File: src/rtl/core/csbr_pkg.sv
// shared constants and types for the clocked serial bit receiver
package csbr_pkg;

    localparam int unsigned REG_W       = 16;
    localparam int unsigned POS_W       = 3;
    localparam int unsigned BYTE_W      = 8;
    localparam int unsigned LEN_W       = 12;

    localparam logic [POS_W-1:0]  TOP_BIT       = 3'd7;
    localparam logic [BYTE_W-1:0] NEWLINE       = 8'h0A;
    localparam logic [LEN_W-1:0]  LEN_FIELD_MAX = 12'hFFF;
    localparam logic [REG_W-1:0]  ELAPSED_MAX   = 16'hFFFF;

    localparam logic [REG_W-1:0]  MIN_BIT_MS_RST      = 16'd10;
    localparam logic [REG_W-1:0]  BYTE_TIMEOUT_MS_RST = 16'd500;

    // configuration register index
    typedef enum logic [0:0] {
        CFG_MIN_BIT_MS      = 1'b0,
        CFG_BYTE_TIMEOUT_MS = 1'b1
    } t_cfg_idx;

    // flags carried on the result tuser
    typedef struct packed {
        logic timeout_seen;
        logic byte_valid;
        logic bit_valid;
    } t_out_flags;

    // result tdata fields
    typedef struct packed {
        logic [LEN_W-1:0]  line_length;
        logic [BYTE_W-1:0] byte_value;
        logic              bit_value;
    } t_out_data;

endpackage

File: src/rtl/core/clocked_serial_bit_receiver_top.sv
// two-wire clock/data serial receiver, msb first, one pin sample per word
//
// usage:
//   s_axis carries one pin sample per word: clock pin, data pin (both active
//   low) and a millisecond tick. every accepted word yields exactly one result
//   word on m_axis; samples without a clock edge give an all-zero result.
//   m_axis tuser flags a received bit, a completed byte and a timeout resync;
//   tdata holds the bit, the byte and, with tlast, the length of a line that
//   ended in newline.
//   user writes min_bit_ms, byte_timeout_ms over the cfg port only while idle; not enforced.
// timing and throughput:
//   a result is registered in the cycle after its sample is accepted; one sample
//   per cycle is taken while the result register can be drained, and the
//   edge/compare logic that updates the receiver state is combinational.
// reset:
//   synchronous, active low; clock inactive, bit position seven, counters and
//   bytes cleared, registers back to 10 ms and 500 ms.
// stall:
//   the result register holds while m_axis_tready is low; s_axis_tready drops
//   only while that register is full and not being drained
module clocked_serial_bit_receiver_top #(
    parameter int unsigned MAX_LINE_BYTES = 4095
) (
    input  logic                      i_clk,
    input  logic                      i_rst_n,
    // configuration write port
    input  logic                      i_cfg_we,
    input  csbr_pkg::t_cfg_idx        i_cfg_idx,
    input  logic [csbr_pkg::REG_W-1:0] i_cfg_data,
    // sample input
    input  logic                      s_axis_tvalid,
    output logic                      s_axis_tready,
    input  logic [7:0]                s_axis_tdata,  // clock_pin, data_pin, ms_tick, zero pad
    // result output
    output logic                      m_axis_tvalid,
    input  logic                      m_axis_tready,
    output logic [23:0]               m_axis_tdata,  // bit_value, byte_value[7:0],
                                                     // line_length[11:0], zero pad
    output logic [2:0]                m_axis_tuser,  // bit_valid, byte_valid, timeout_seen
    output logic                      m_axis_tlast   // line_end
);
    import csbr_pkg::*;

    localparam int unsigned LB_W = $clog2(MAX_LINE_BYTES + 1);
    localparam logic [LB_W-1:0] LB_MAX = LB_W'(MAX_LINE_BYTES);

    // configuration
    logic [REG_W-1:0] r_min_bit_ms;
    logic [REG_W-1:0] r_byte_timeout_ms;

    // receiver state
    logic              r_clk_act,  n_clk_act;
    logic [REG_W-1:0]  r_elapsed,  n_elapsed;
    logic [BYTE_W-1:0] r_pending,  n_pending;
    logic [BYTE_W-1:0] r_accepted, n_accepted;
    logic [POS_W-1:0]  r_bit_pos,  n_bit_pos;
    logic [LB_W-1:0]   r_line_bytes, n_line_bytes;

    // result register
    logic       r_out_valid;
    t_out_flags r_out_flags, n_out_flags;
    t_out_data  r_out_data,  n_out_data;
    logic       r_out_last,  n_out_last;

    // per-sample decode
    logic              act, dbit, tick, in_fire, clk_edge;
    logic [REG_W-1:0]  el_tick;
    logic              timed_out, bit_ok;
    logic [POS_W-1:0]  pos_a;
    logic [BYTE_W-1:0] pend_a;
    logic [LB_W-1:0]   lb_inc;

    assign act  = ~s_axis_tdata[0];
    assign dbit = ~s_axis_tdata[1];
    assign tick = s_axis_tdata[2];

    // result register drains or is empty, so a new sample can land
    assign s_axis_tready = ~r_out_valid | m_axis_tready;
    assign in_fire       = s_axis_tvalid & s_axis_tready;

    assign clk_edge  = act != r_clk_act;
    // tick is counted before the edge is judged
    assign el_tick   = (tick && r_elapsed != ELAPSED_MAX) ? r_elapsed + 16'd1 : r_elapsed;
    assign timed_out = el_tick > r_byte_timeout_ms;
    assign bit_ok    = el_tick >= r_min_bit_ms;

    // resync keeps the bit at the old position, moved up to bit seven
    assign pos_a  = timed_out ? TOP_BIT : r_bit_pos;
    assign pend_a = timed_out ? {r_pending[r_bit_pos], 7'd0} : r_pending;

    assign lb_inc = (r_line_bytes < LB_MAX) ? r_line_bytes + LB_W'(1) : r_line_bytes;

    always_comb begin
        n_clk_act    = r_clk_act;
        n_elapsed    = el_tick;
        n_pending    = r_pending;
        n_accepted   = r_accepted;
        n_bit_pos    = r_bit_pos;
        n_line_bytes = r_line_bytes;
        n_out_flags  = '0;
        n_out_data   = '0;
        n_out_last   = 1'b0;

        if (clk_edge) begin
            n_clk_act = act;
            if (act) begin
                // clock went active: latch the data bit
                n_pending            = r_pending;
                n_pending[r_bit_pos] = dbit;
            end else begin
                n_out_flags.timeout_seen = timed_out;
                n_bit_pos                = pos_a;
                if (bit_ok) begin
                    n_pending             = pend_a;
                    n_accepted            = pend_a;
                    n_out_flags.bit_valid = 1'b1;
                    n_out_data.bit_value  = pend_a[pos_a];
                    n_elapsed             = '0;
                    if (pos_a == '0) begin
                        n_out_flags.byte_valid = 1'b1;
                        n_out_data.byte_value  = pend_a;
                        n_accepted             = '0;
                        n_bit_pos              = TOP_BIT;
                        n_line_bytes           = lb_inc;
                        if (pend_a == NEWLINE) begin
                            n_out_last = 1'b1;
                            n_out_data.line_length =
                                (32'(lb_inc) > 32'(LEN_FIELD_MAX)) ? LEN_FIELD_MAX
                                                                    : LEN_W'(lb_inc);
                            n_line_bytes = '0;
                        end
                    end else begin
                        n_bit_pos = pos_a - 3'd1;
                    end
                end else begin
                    // glitch: drop the partial bit
                    n_pending = r_accepted;
                end
            end
        end
    end

    always_ff @(posedge i_clk) begin
        if (!i_rst_n) begin
            r_min_bit_ms      <= MIN_BIT_MS_RST;
            r_byte_timeout_ms <= BYTE_TIMEOUT_MS_RST;
        end else if (i_cfg_we) begin
            unique case (i_cfg_idx)
                CFG_MIN_BIT_MS:      r_min_bit_ms      <= i_cfg_data;
                CFG_BYTE_TIMEOUT_MS: r_byte_timeout_ms <= i_cfg_data;
                default: ;
            endcase
        end
    end

    always_ff @(posedge i_clk) begin
        if (!i_rst_n) begin
            r_clk_act    <= 1'b0;
            r_elapsed    <= '0;
            r_pending    <= '0;
            r_accepted   <= '0;
            r_bit_pos    <= TOP_BIT;
            r_line_bytes <= '0;
        end else if (in_fire) begin
            r_clk_act    <= n_clk_act;
            r_elapsed    <= n_elapsed;
            r_pending    <= n_pending;
            r_accepted   <= n_accepted;
            r_bit_pos    <= n_bit_pos;
            r_line_bytes <= n_line_bytes;
        end
    end

    always_ff @(posedge i_clk) begin
        if (!i_rst_n) begin
            r_out_valid <= 1'b0;
        end else if (in_fire) begin
            r_out_valid <= 1'b1;
        end else if (m_axis_tready) begin
            r_out_valid <= 1'b0;
        end
    end

    always_ff @(posedge i_clk) begin
        if (in_fire) begin
            r_out_flags <= n_out_flags;
            r_out_data  <= n_out_data;
            r_out_last  <= n_out_last;
        end
    end

    assign m_axis_tvalid = r_out_valid;
    assign m_axis_tuser  = r_out_flags;
    assign m_axis_tdata  = {3'd0, r_out_data};
    assign m_axis_tlast  = r_out_last;

`ifndef ASSERT_OFF
    // a completed byte always comes with its last bit
    a_byte_has_bit: assert property (@(posedge i_clk) disable iff (!i_rst_n)
        r_out_valid && r_out_flags.byte_valid |-> r_out_flags.bit_valid)
        else $error("byte reported without its bit");

    // line end only on a completed newline byte
    a_line_end_byte: assert property (@(posedge i_clk) disable iff (!i_rst_n)
        r_out_valid && r_out_last |->
            r_out_flags.byte_valid && r_out_data.byte_value == NEWLINE)
        else $error("line end without newline byte");

    // a sample without a clock edge gives an empty result
    a_no_edge_quiet: assert property (@(posedge i_clk) disable iff (!i_rst_n)
        in_fire && !clk_edge |=> r_out_flags == '0 && !r_out_last)
        else $error("result flags set without a clock edge");

    // a byte completion resets the bit position
    a_byte_resets_pos: assert property (@(posedge i_clk) disable iff (!i_rst_n)
        in_fire && n_out_flags.byte_valid |=> r_bit_pos == TOP_BIT)
        else $error("bit position not back at top after byte");

    // line byte count never passes its limit
    a_line_bytes_cap: assert property (@(posedge i_clk) disable iff (!i_rst_n)
        r_line_bytes <= LB_MAX)
        else $error("line byte count overflow");
`endif

endmodule

File: config.mk
export PLATFORM = sky130hd
export DESIGN_NAME = clocked_serial_bit_receiver_top
export DESIGN_NICKNAME = d
export VERILOG_FILES = /design/src/rtl/core/csbr_pkg.sv /design/src/rtl/core/clocked_serial_bit_receiver_top.sv
export SDC_FILE = /design/constraint.sdc
export NUM_CORES = 1
export LEC_CHECK = 0
export CORE_MARGIN = 4
export CORE_UTILIZATION = 45
export DETAILED_ROUTE_END_ITERATION = 16
export DONT_BUFFER_PORTS = 1
export PLACE_DENSITY_LB_ADDON = 0.08
export REMOVE_ABC_BUFFERS = 1
export SLEW_MARGIN = 10
export SYNTH_ARGS = -nofsm -noshare
export SYNTH_HDL_FRONTEND = slang
export SYNTH_SLANG_ARGS = --single-unit
File: constraint.sdc
create_clock -name i_clk -period 5.16 [get_ports i_clk]
set_input_delay 0.258 -clock i_clk [delete_from_list [all_inputs] [get_ports i_clk]]
set_output_delay 0.258 -clock i_clk [all_outputs]
set_load 0.01 [all_outputs]
; ---- Word-level counts from Yosys, hierarchy flattened
; Index checks and enable logic that the tools add are counted.
[totals]
in_bits = 30
word_cells = 73
regBits = 106
[op_classes]
muxes = 25
n_reduce_logical = 14
eq_ne = 3
order_cmp = 6
add_sub_neg = 3
n_bitwise = 6
[ops]
columns = cell, count
row1 = 16-bit two-way mux, 4
row2 = 8-bit two-way mux, 4
row3 = 12-bit two-way mux, 2
row4 = 16-bit by 1-bit adder with 16-bit output (second input constant), 1
row5 = 16-bit greater-or-equal comparator, 1
row6 = 16-bit > comparator, 1
row7 = 16-bit != test (second input constant), 1
row8 = 12-bit by 1-bit adder with 12-bit output (second input constant), 1
row9 = 12-bit < comparator (second input constant), 1
row10 = 5-bit AND reduction, 2
row11 = 3-bit two-way mux, 3
row12 = 8-bit bitwise mux, 1
row13 = 8-bit by 4-bit == test with 1-bit output (second input constant), 1
row14 = 3-bit by 4-bit < comparator with 1-bit output (second input constant), 2
row15 = 1-bit two-way mux, 8
row16 = 2-bit AND reduction, 4
row17 = 4-bit AND reduction, 2
row18 = 1-bit binary-select mux with 3-bit select, 2
row19 = 3-bit AND reduction, 2
row20 = 1-bit inverter, 4
row21 = 1-bit demux with 3-bit select, 1
row22 = 3-bit by 1-bit greater-or-equal comparator with 1-bit output (second input constant), 1
row23 = 3-bit zero test, 1
row24 = 3-bit by 1-bit subtractor with 3-bit output (second input constant), 1
row25 = 5 further kinds, 6

; ---- Depth between registers and ports, before layout
; Gate-level depths: netlist of the first run.
[logic_depth]
depth_word = 8
mapped_depth = 20

; ---- Worst setup path after synthesis of the first run
; Ideal clock, no wire load.
[synth_timing]
path_type = register -> register
from = reg r_elapsed[0]
to = reg r_line_bytes[4]
stages_incl_launch_ff = 21
setup_time_ns = 0.062
path_slack_ns = 0.690
arrival_time_ns = 4.408
required_ns = 5.098
path_cell_list = dfxtp_1 ha_1 and3_1 and4_1 a211oi_2 nand2_1 nor2_1 xor2_1 ha_1 nand4_2 nor2_1 nor3_1 nand4b_2 a21oi_1 ha_1 ha_1 nand3_1 a21oi_1 nand2_2 or4_1 nand3_1
[synth_between]
elab_chain_cells = 7
word_cells_on_any_way = 12
[synth_lines]
columns = element, line_no
row1 = "start, declared", clocked_serial_bit_receiver_top.sv:53  ; logic [REG_W-1:0] r_elapsed, n_elapsed;
row2 = "start signal, assigned", clocked_serial_bit_receiver_top.sv:166  ; r_elapsed <= n_elapsed;
row3 = branches (longest 2 deep; another with 16-bit by 1-bit adder with 16-bit output), --
row4 = 16-bit two-way mux *, clocked_serial_bit_receiver_top.sv:83  ; assign el_tick = (tick && r_elapsed != ELAPSED_MAX) ? r_elapsed + 16'd1 : r_elapsed;
row5 = 16-bit > comparator, clocked_serial_bit_receiver_top.sv:84  ; assign timed_out = el_tick > r_byte_timeout_ms;
row6 = 8-bit two-way mux / 3-bit two-way mux (equally long branches), "clocked_serial_bit_receiver_top.sv:89, clocked_serial_bit_receiver_top.sv:88"
row7 = 8-bit by 4-bit == test with 1-bit output / 3-bit zero test (equally long branches), "clocked_serial_bit_receiver_top.sv:125, clocked_serial_bit_receiver_top.sv:119"
row8 = 12-bit two-way mux / 5-bit AND reduction (equally long branches), --
row9 = "end signal, assigned", clocked_serial_bit_receiver_top.sv:170  ; r_line_bytes <= n_line_bytes;
row10 = "end, declared", clocked_serial_bit_receiver_top.sv:57  ; logic [LB_W-1:0] r_line_bytes, n_line_bytes;
; Mark *: on every way between the ends.
; A chain may end at the register's enable or synchronous reset.

; ---- Final worst setup path of the first run
; Same ends and word-level chain as after synthesis.

==> results.md, run 1 <==
* Clock sinks at 106
* First-pass DRT Iterations at 4
* I/O Pins at 60
* Commonest non-fill, non-tap cell in the layout: nand2_1
* CP Data Required Time at roughly 5.5 ns
* Width of the die at around 120 um
* Hold Violations, Final at 0
* Antenna violations before repair at 0
* Synth Area in Compound Gates at between 10% and 20%
* Sequential fraction of the synthesis area at between 40 and 50%
* Setup crit start: r_elapsed[0]
* Simple-gate area share of the yosys netlist at a little under a quarter
* Final min period at around 4.7 ns
* Worst VDD drop at between 0.2 and 0.25 mV
* Post-synth ARST share at 0%
* Gpl congestion at roughly 0.88
* Yosys warnings at 0
* Die area at approximately 15000 sq um
* Violation count after the first detailed-route iteration at approximately 330
* Root Driver: clkbuf_16
* Num rows at 41
* Internal reg-to-reg setup slack at ~0.48 ns
* Most Frequent Cell on Critical Path: ha_1
* Post-Syn Instances at 680
* Detailed Place HPWL at 9570 um
* Worst Skew at between 0.008 and 0.009 ns
* Area share of the largest cell type after synthesis at ~28%
* Met3 GRT Util at around 4.5%
* Endpoints failing setup at 0
* Max Cap Violations at 0
* # diodes at 0
* Routed Antenna Nets at 0
* Synthesized cell area at about 5800 sq um
* Largest cells by area after synthesis: dfxtp_1 (28%), edfxtp_1 (13%), ha_1 (8.0%)
* GRT Max-Usage Layer: met2
* Synth area leader: dfxtp_1
* RR Endpoint: r_line_bytes[4]
* GR Util met2 at a little under a third
* Main synth FF type: dfxtp_1
* Status: finished, final reports clean
* Adder-cell share of the synthesized area at between 7 and 8%
* Mean Syn Cell Area at between 8 and 9 sq um
* P_leak at 2.43 nW
* Worst hold path type: input port to flop
* Maximum clock rate at 214 MHz
* TritonCTS clock tree: built
* Post-synthesis mux area share at less than 1%
* RR Startpoint: r_elapsed[0]
* GR met1 Demand/Resource at between 20% and 30%
* Fin crit share at 90.6%
* Worst Reg-to-Reg Cells at 20
* Slew Limit Fails at 0
* Largest net degree at the start of global routing at 40
* Clk pin slew, worst setup/hold paths at 0.07 ns
* CP startpoint kind: flop
* Slew @ Worst Pin at 0.681 ns
* Nets at 736
* Commonest cells after routing, fill and taps aside: nand2_1 (98), dfxtp_1 (81), a21oi_1 (58), nor2_1 (56), inv_1 (43)
* Gr usage total at 18.6%
* Worst skew pair latency at between 0.3 and 0.4 ns
* Core footprint at approximately 13000 sq um
* TritonCTS Buffers at 9
* DIE HEIGHT at 122 um
* Via count at 4722
* Yosys cell types at between 60 and 70
* Post-CTS Setup Bufs at 0
* # DRC at 0
* Max stage delay on crit path at just under 0.5 ns
* Slew margin rel. at between 50% and 60%
* Overall power after layout at about 1.7 mW
* DRT Wirelength at ~13000 um
* Seq. cell area at about 2400 sq um
* Max clock buf depth at 2
* Multi-input logic area at 3140 sq um
* Critical path cell sequence: ha_1 > and3_1 > and4_1 > a211oi_2 > nand2_1 > nor2_1 > xor2_1 > ha_1 > nand4_2 > nor2_1 > nor3_2 > nand4b_2 > a21oi_1 > ha_1 > ha_1 > nand3_1 > a21oi_1 > nand2_2 > or4_1 > nand3_1
* Gr ovfl total at 0
* Wire length per cell at between 15 and 20 um
* Yosys reg bits at 106
* Number of global-route vias before repair at 4414
* Arrival time at the worst endpoint at 4.97 ns
* Largest family of logic cells by synthesized area: simple AND/OR/NAND/NOR gates
* Crit Path Max Fanout at 8
* Worst setup path class: flop to flop
* RSZ-0062 raised after global routing: no
* Share of post-route cells with drive strength above 1 at 6.38%
* Starting density of the core at approximately 46%
* Xor/xnor share of the synthesized area at 4.82%
* CP max stage cell: or4_1
* Routed vias/inst at ~5.6
* Crit. End Element: flop
* Buffers added on ports at 0
* Fillers at ~1200
* P&R area growth vs syn at 7.96%
* Pwr/cell area at about 270 nW/um^2
* Worst Setup EP: r_line_bytes[4]
* H-tree depth at 3
* EDFF count, synth at 25
* First-pass GRT wire length at approximately 22000 um
* Fin Setup TNS at 0 ns
## layout make-up
class | instances | share of cell area (%)
sequential | 106 | 37.8
clock inverter | 6 | 0.797
multi-input combinational | 496 | 50.0
clock buffer | 10 | 3.81
timing repair buffer | 13 | 1.59
inverter | 43 | 2.57
tap | 172 | 3.43
## stage by stage
stage / setup slack [ns] / instances / utilization (%) / hold WS, ns / instance area [sq um]
final: 0.485 / 846 / 49.7 / 0.0301 / 6280
after global routing: 0.0917 / 846 / 49.7 / 0.0204 / 6280
after CTS: 0.265 / 846 / 49.6 / 0.0157 / 6260
after detailed placement: 0.301 / 829 / 47.3 / 0.356 / 5970
after global placement: 0.403 / 829 / 47.3 / 0.354 / 5970
after floorplan: 0.689 / 645 / - / 0.347 / 5660
## per-layer routing
layer | vias up | wire, um | part of all wire, %
met3 | 21 | 648 | 4.9
met1 | 2186 | 6020 | 46
met5 | - | 0 | 0
li1 | 2410 | - | -
met2 | 105 | 6120 | 47
met4 | 0 | 321 | 2.4
## report_power, final
group          leakage (nW)  switching (mW)  internal, mW
clock network         0.136           0.314         0.345
logic                  1.38          0.0819        0.0462
registers             0.911          0.0288         0.879
total                  2.43           0.424          1.27
## logic make-up after synthesis
| logic type | after synthesis |
|---|---|
| multiplexers | 3 |
| flip-flops | 106 |
| AO/OA/AOI/OAI | 138 |
| buffers and inverters | 80 |
| AND/OR/NAND/NOR | 283 |
| other | 1 |
| adder cells (fa/ha/maj) | 37 |
| XOR/XNOR | 32 |
## synthesized netlist by cell type, types with 3 or more instances
cell type	instances
nand3_1	30
and3_1	19
nand2_1	98
clkbuf_1	26
xor2_1	10
a22o_1	3
o211ai_1	13
a21oi_1	58
nor3b_1	3
nor3_1	28
dfxtp_1	81
nand2b_1	5
a32o_1	12
buf_4	4
inv_1	43
nand4b_1	5
and2_1	3
buf_2	5
nand4_1	12
ha_1	37
o21ai_0	10
nor2_1	56
o221ai_1	7
and4_1	4
o21ai_1	3
or3_1	4
a31oi_1	8
edfxtp_1	25
xnor2_1	22
## flip-flops by register name, summed over array words and instances, names as in the netlist, 3 cells and up
| signal | flops |
|---|---|
| r_min_bit_ms | 16 |
| r_accepted | 8 |
| r_bit_pos | 3 |
| r_byte_timeout_ms | 16 |
| r_elapsed | 16 |
| m_axis_tuser | 3 |
| r_line_bytes | 12 |
| m_axis_tdata | 21 |
| r_pending | 8 |
## what timing repair did
item | 4_1_cts | 5_1_grt
gates resized for setup | 0 | 2
hold buffers | 1 | 0
endpoints found under the hold margin | 8 | 0
setup endpoints to repair | 0 | 19
## worst min path at each step
stage / start / endpoint / slack, ns / cells past startpoint
2_1_floorplan: i_rst_n / r_byte_timeout_ms[2] / 0.35 / 1
3_3_place_gp: i_rst_n / r_min_bit_ms[1] / 0.35 / 1
3_5_place_dp: i_rst_n / r_byte_timeout_ms[5] / 0.36 / 1
4_1_cts: s_axis_tvalid / m_axis_tvalid / 0.02 / 2
5_1_grt: i_cfg_data[15] / r_byte_timeout_ms[15] / 0.02 / 2
6_report: s_axis_tvalid / m_axis_tvalid / 0.03 / 2
## critical path, delay by kind of cell (launching register included)
kind	cells	cell delay (ns)
simple gates	12	2.41
fa+ha+maj	4	0.91
compound gates	3	0.68
flops	1	0.36
xor+xnor	1	0.25
No activity file was read; power rests on OpenSTA's default activity.
==> inputs of run 2 (changes only) <==
- ABC_CLOCK_PERIOD_IN_PS: unset -> 5160
- CELL_PAD_IN_SITES_DETAIL_PLACEMENT: unset -> 0
- CELL_PAD_IN_SITES_GLOBAL_PLACEMENT: unset -> 1
==> run 2 against run 1 <==
Effect of this change: non-clock buffer count is 1 higher; sequential share of layout area is 0.34 points lower; count of clock-buffer cells in the layout is 1 lower; core utilization is 0.46 points higher; fmax is 0.90% lower; final cell count is 0.12% higher; power is 5.1% higher; combinational power hardly changed; sequential power hardly changed; highest routed layer unchanged; critical path depth is 1 higher; register-to-register slack worse by 0.04 ns; wire length is 5.5% higher.
==> results.md, run 2 (same netlist as run 1, synthesis figures left out) <==
* Status: finished, final reports clean
* Violation count after the first detailed-route iteration at approximately 370
* Max FFs per register at 21
* Most Frequent Cell on Critical Path: ha_1
* Worst VDD drop at about 0.22 mV
* Slew Limit Fails at 0
* Routed vias/inst at around 5.6
* Antenna violations before repair at 0
* CP max stage cell: or4_1
* Number of global-route vias before repair at about 4500
* Worst skew pair latency at around 0.36 ns
* Setup crit start: r_elapsed[0]
* Buffers added on ports at 0
* Gr ovfl total at 0
* Fin Setup TNS at 0 ns
* Die area at roughly 15000 sq um
* Routed Antenna Nets at 0
* Worst Reg-to-Reg Cells at 21
* Commonest cells after routing, fill and taps aside: nand2_1 (98), dfxtp_1 (81), a21oi_1 (58), nor2_1 (54), inv_1 (43)
* CP startpoint kind: flop
* Max Cap Violations at 0
* Internal reg-to-reg setup slack at 0.44 ns
* # diodes at 0
* P_leak at 2.44 nW
* TritonCTS clock tree: built
* RR Startpoint: r_elapsed[0]
* Starting density of the core at between 40% and 50%
* CP top delay family: simple AND/OR/NAND/NOR gates
* H-tree depth at 3
* Commonest non-fill, non-tap cell in the layout: nand2_1
* Maximum clock rate at 212 MHz
* Wire length per cell at around 16 um
* Largest net degree at the start of global routing at 40
* Pwr/cell area at 281 nW/um^2
* Fin crit share at 91.4%
* DRT Wirelength at 13800 um
* # DRC at 0
* RSZ-0062 raised after global routing: no
* TritonCTS Buffers at 9
* Critical path cell sequence: ha_1 > and3_1 > and4_1 > a211oi_2 > nand2_1 > nor2_2 > xor2_2 > ha_1 > nand4_2 > nor2_1 > nor3_1 > buf_4 > nand4b_2 > a21oi_1 > ha_1 > ha_1 > nand3_1 > a21oi_1 > nand2_2 > or4_1 > nand3_1
* P&R area growth vs syn at 8.95%
* RR Endpoint: r_line_bytes[4]
* Width of the die at 122 um
* Nets at approximately 740
* Core footprint at roughly 13000 sq um
* Final min period at ~4.7 ns
* Overall power after layout at 1.78 mW
* Hold Violations, Final at 0
* HP Start: s_axis_tvalid
* First-pass GRT wire length at 22900 um
* Post-CTS Setup Bufs at 0
* Via count at 4783
* Detailed Place HPWL at about 9900 um
* Worst setup path class: flop to flop
* I/O Pins at 60
* Endpoints failing setup at 0
* Crit Path Max Fanout at 8
* Worst Skew at between 0.006 and 0.007 ns
* Max stage delay on crit path at around 0.48 ns
* CP Data Required Time at roughly 5.5 ns
* Worst Hold End: m_axis_tvalid
* Clock sinks at approximately 110
* Final non-filler cell total at about 850
* Gpl congestion at 0.896
* Root Driver: clkbuf_16
* Share of post-route cells with drive strength above 1 at between 7 and 8%
* Fillers at approximately 1300
* Max clock buf depth at 2
* DIE HEIGHT at 122 um
* First-pass DRT Iterations at 4
* Hold path depth at 2
* Gr usage total at around 20%
* Crit path buf inv count at 1
* Cells after DPL at 830
* Worst hold path type: input port to flop
* Crit. End Element: flop
* Clk pin slew, worst setup/hold paths at approximately 0.07 ns
* Slew margin rel. at 52.2%
* Slew @ Worst Pin at 0.714 ns
* Num rows at between 40 and 50
* Arrival time at the worst endpoint at approximately 5 ns
run 2: changes by cell type in the layout (fill, tap and decap cells not counted), sizes merged:
cell / delta
clkbuf: -1
buf: +1
bufinv: +2
inv: -1
run 2: area by class of cell:
| class | instances | area (sq um) | share of cell area (%) |
|---|---|---|---|
| multi-input cells | 496 | 3160 | 49.9 |
| flip-flops and latches | 106 | 2370 | 37.5 |
| clock buffers | 9 | 225 | 3.56 |
| well taps | 172 | 215 | 3.40 |
| inverters | 43 | 161 | 2.55 |
| repair buffers | 14 | 108 | 1.70 |
| clock inverters | 7 | 92.6 | 1.46 |
run 2: through the flow:
| stage | worst slack [ns] | hold WS (ns) | utilization, % | area [sq um] |
|---|---|---|---|---|
| floorplan | 0.689 | 0.347 | - | 5660 |
| global placement | 0.258 | 0.352 | 47.3 | 5970 |
| detailed placement | 0.0835 | 0.356 | 47.3 | 5970 |
| CTS | 0.0587 | 0.0143 | 49.9 | 6300 |
| global route | 0.0322 | 0.0196 | 50.2 | 6330 |
| finish | 0.442 | 0.0242 | 50.2 | 6330 |
run 2: worst register-to-register path: stages, from the launching register on:
cell and delay [ns]:
dfxtp_1 0.36, ha_1 0.23, and3_1 0.22, and4_1 0.23
a211oi_2 0.26, nand2_1 0.21, nor2_2 0.19, xor2_2 0.25
ha_1 0.31, nand4_2 0.15, nor2_1 0.07, nor3_1 0.23
buf_4 0.18, nand4b_2 0.23, a21oi_1 0.21, ha_1 0.17
ha_1 0.20, nand3_1 0.11, a21oi_1 0.21, nand2_2 0.11
or4_1 0.48, nand3_1 0.07
run 2: worst max path at each step:
stage | endpoint | depth (start not counted) | slack (ns)
after CTS | m_axis_tdata[11] | 19 | 0.06
after global routing | r_line_bytes[7] | 22 | 0.03
after global placement | m_axis_tdata[11] | 19 | 0.26
after detailed placement | m_axis_tdata[11] | 19 | 0.08
final | r_line_bytes[4] | 21 | 0.44
after floorplan | r_line_bytes[4] | 20 | 0.69
run 2: per-layer routing:
metal / GRT usage [%] / routed length, um / vias up
li1: - / - / 2411
met1: 24.8 / 6400 / 2273
met2: 33.0 / 6760 / 86
met3: 3.67 / 466 / 13
met4: 7.98 / 216 / 0
met5: 0 / 0 / -
run 2: repair_timing:
| action | 4_1_cts | 5_1_grt |
|---|---|---|
| hold buffers | 1 | 0 |
| setup endpoints to repair | 0 | 17 |
| gates resized for setup | 0 | 7 |
| hold endpoints to repair | 9 | 0 |
run 2: where the power goes:
group | switching (mW) | internal, mW | total, mW
Clock | 0.319 | 0.425 | 0.744
Sequential | 0.0291 | 0.879 | 0.908
Combinational | 0.0844 | 0.0459 | 0.130
==> inputs of run 3 (changes only) <==
- ABC_CLOCK_PERIOD_IN_PS: 5160 -> 6000
- clock period: 5.16 -> 6 ns (I/O delays scaled with it)
==> run 3 against run 2 <==
Effect of this change: critical path depth shrank 3; sequential power decreased by 14%; non-clock buffer count fell by 5; clock power fell by 20%; final cell count fell by 0.59%; setup slack better by 0.15 ns; design area fell by 1.6%.
==> results.md, run 3 (same netlist as run 1, synthesis figures left out) <==
* P_leak at 2.41 nW
* Via count at roughly 4700
* TritonCTS clock tree: built
* Slew margin rel. at between 40 and 50%
* Post-CTS Setup Bufs at 0
* TritonCTS Buffers at 9
* First-pass GRT wire length at 22300 um
* Gpl congestion at roughly 0.8
* Setup crit start: r_elapsed[0]
* Worst setup path class: flop to flop
* Worst Skew at ~0.0083 ns
* Crit Path Max Fanout at 13
* Detailed Place HPWL at slightly below 10000 um
* Arrival time at the worst endpoint at approximately 5.6 ns
* Status: finished, final reports clean
* DIE HEIGHT at around 120 um
* Commonest cells after routing, fill and taps aside: nand2_1 (98), dfxtp_1 (81), a21oi_1 (58), nor2_1 (56), inv_1 (43)
* Gr ovfl total at 0
* Hold Violations, Final at 0
* Width of the die at 122 um
* Internal reg-to-reg setup slack at around 0.6 ns
* Worst VDD drop at between 0.1 and 0.15 mV
* Routed vias/inst at 5.61
* CP startpoint kind: flop
* RR Endpoint: m_axis_tdata[11]
* Nets at 732
* Endpoints failing setup at 0
* Routed Antenna Nets at 0
* Final min period at 5.41 ns
* Fillers at approximately 1200
* Max clock buf depth at 2
* Slew Limit Fails at 0
* Root Driver: clkbuf_16
* Worst skew pair latency at approximately 0.35 ns
* RR Startpoint: r_elapsed[0]
* Core footprint at between 10000 and 15000 sq um
* Share of post-route cells with drive strength above 1 at under 10%
* Fin Setup TNS at 0 ns
* Worst hold path type: input port to flop
* CP Data Required Time at roughly 6.2 ns
* H-tree depth at 3
* P&R area growth vs syn at 7.21%
* Die area at roughly 15000 sq um
* Clock sinks at around 110
* DRT Wirelength at 13600 um
* Hold path depth at 1
* Hold Slack at around 0.037 ns
* Clk pin slew, worst setup/hold paths at roughly 0.070 ns
* Violation count after the first detailed-route iteration at 427
* Starting density of the core at around 46%
* # diodes at 0
* Hold Buf Count CTS at 0
* Maximum clock rate at ~180 MHz
* Pwr/cell area at between 200 and 250 nW/um^2
* Antenna violations before repair at 0
* Max Cap Violations at 0
* Buffers added on ports at 0
* Num rows at between 40 and 50
* RSZ-0062 raised after global routing: no
* Worst Setup EP: m_axis_tdata[11]
* Number of global-route vias before repair at ~4400
* Slew @ Worst Pin at 0.814 ns
* Largest net degree at the start of global routing at 47
* Crit. End Element: flop
* Fin crit share at about 90%
* Gr usage total at about a fifth
* Worst Reg-to-Reg Cells at 18
* Max FFs per register at 21
* Resized Gates After CTS at 0
* First-pass DRT Iterations at 6
* Wire length per cell at about 16 um
* Commonest non-fill, non-tap cell in the layout: nand2_1
* # DRC at 0
* I/O Pins at 60
-- run 3: report_power, final --
part | internal [mW] | switching (mW)
Sequential | 0.756 | 0.0247
Clock | 0.334 | 0.261
Combinational | 0.0391 | 0.0711
-- run 3: final cells by class --
type	instances	area, sq um	share of cell area (%)
tap	172	215	3.45
sequential	106	2370	38.1
timing repair buffer	9	67.6	1.08
multi-input combinational	496	3130	50.2
clock inverter	3	38.8	0.622
clock buffer	13	250	4.02
inverter	43	161	2.59
-- run 3: worst min path at each step --
stage | slack (ns) | to | start
2_1_floorplan | 0.39 | r_byte_timeout_ms[2] | i_rst_n
3_3_place_gp | 0.40 | r_byte_timeout_ms[8] | i_rst_n
3_5_place_dp | 0.40 | r_byte_timeout_ms[5] | i_rst_n
4_1_cts | 0.02 | r_byte_timeout_ms[5] | i_rst_n
5_1_grt | 0.05 | r_byte_timeout_ms[8] | i_rst_n
6_report | 0.04 | r_byte_timeout_ms[5] | i_rst_n
-- run 3: critical path, stage by stage, from the launching register on --
cell	delay, ns
dfxtp_1	0.37
ha_1	0.23
and3_1	0.22
and4_1	0.23
a211oi_2	0.48
nand2_1	0.24
nor2_1	0.17
xor2_1	0.28
ha_1	0.32
nand4_2	0.13
nor2_1	0.06
nor3_1	0.50
nand4b_2	0.32
a21oi_1	0.22
ha_1	0.17
ha_1	0.21
and3_1	0.36
nand3_1	0.43
nor3_1	0.29
-- run 3: metrics by stage --
step	setup WS (ns)	area, sq um	util [%]	total power [mW]	std cells
2_1_floorplan	1.53	5660	-	0.873	645
3_3_place_gp	0.765	5940	47.1	0.905	826
3_5_place_dp	0.594	5940	47.1	0.908	826
4_1_cts	0.569	6230	49.4	1.50	842
5_1_grt	0.0733	6230	49.4	1.55	842
6_report	0.595	6230	49.4	1.49	842
-- run 3: layer usage --
metal / routed length (um) / GRT usage, % / up-vias
met4: 229 / 7.14 / 0
met2: 6520 / 31.6 / 92
li1: - / - / 2398
met1: 6380 / 24.9 / 2221
met5: 0 / 0 / -
met3: 494 / 3.34 / 14
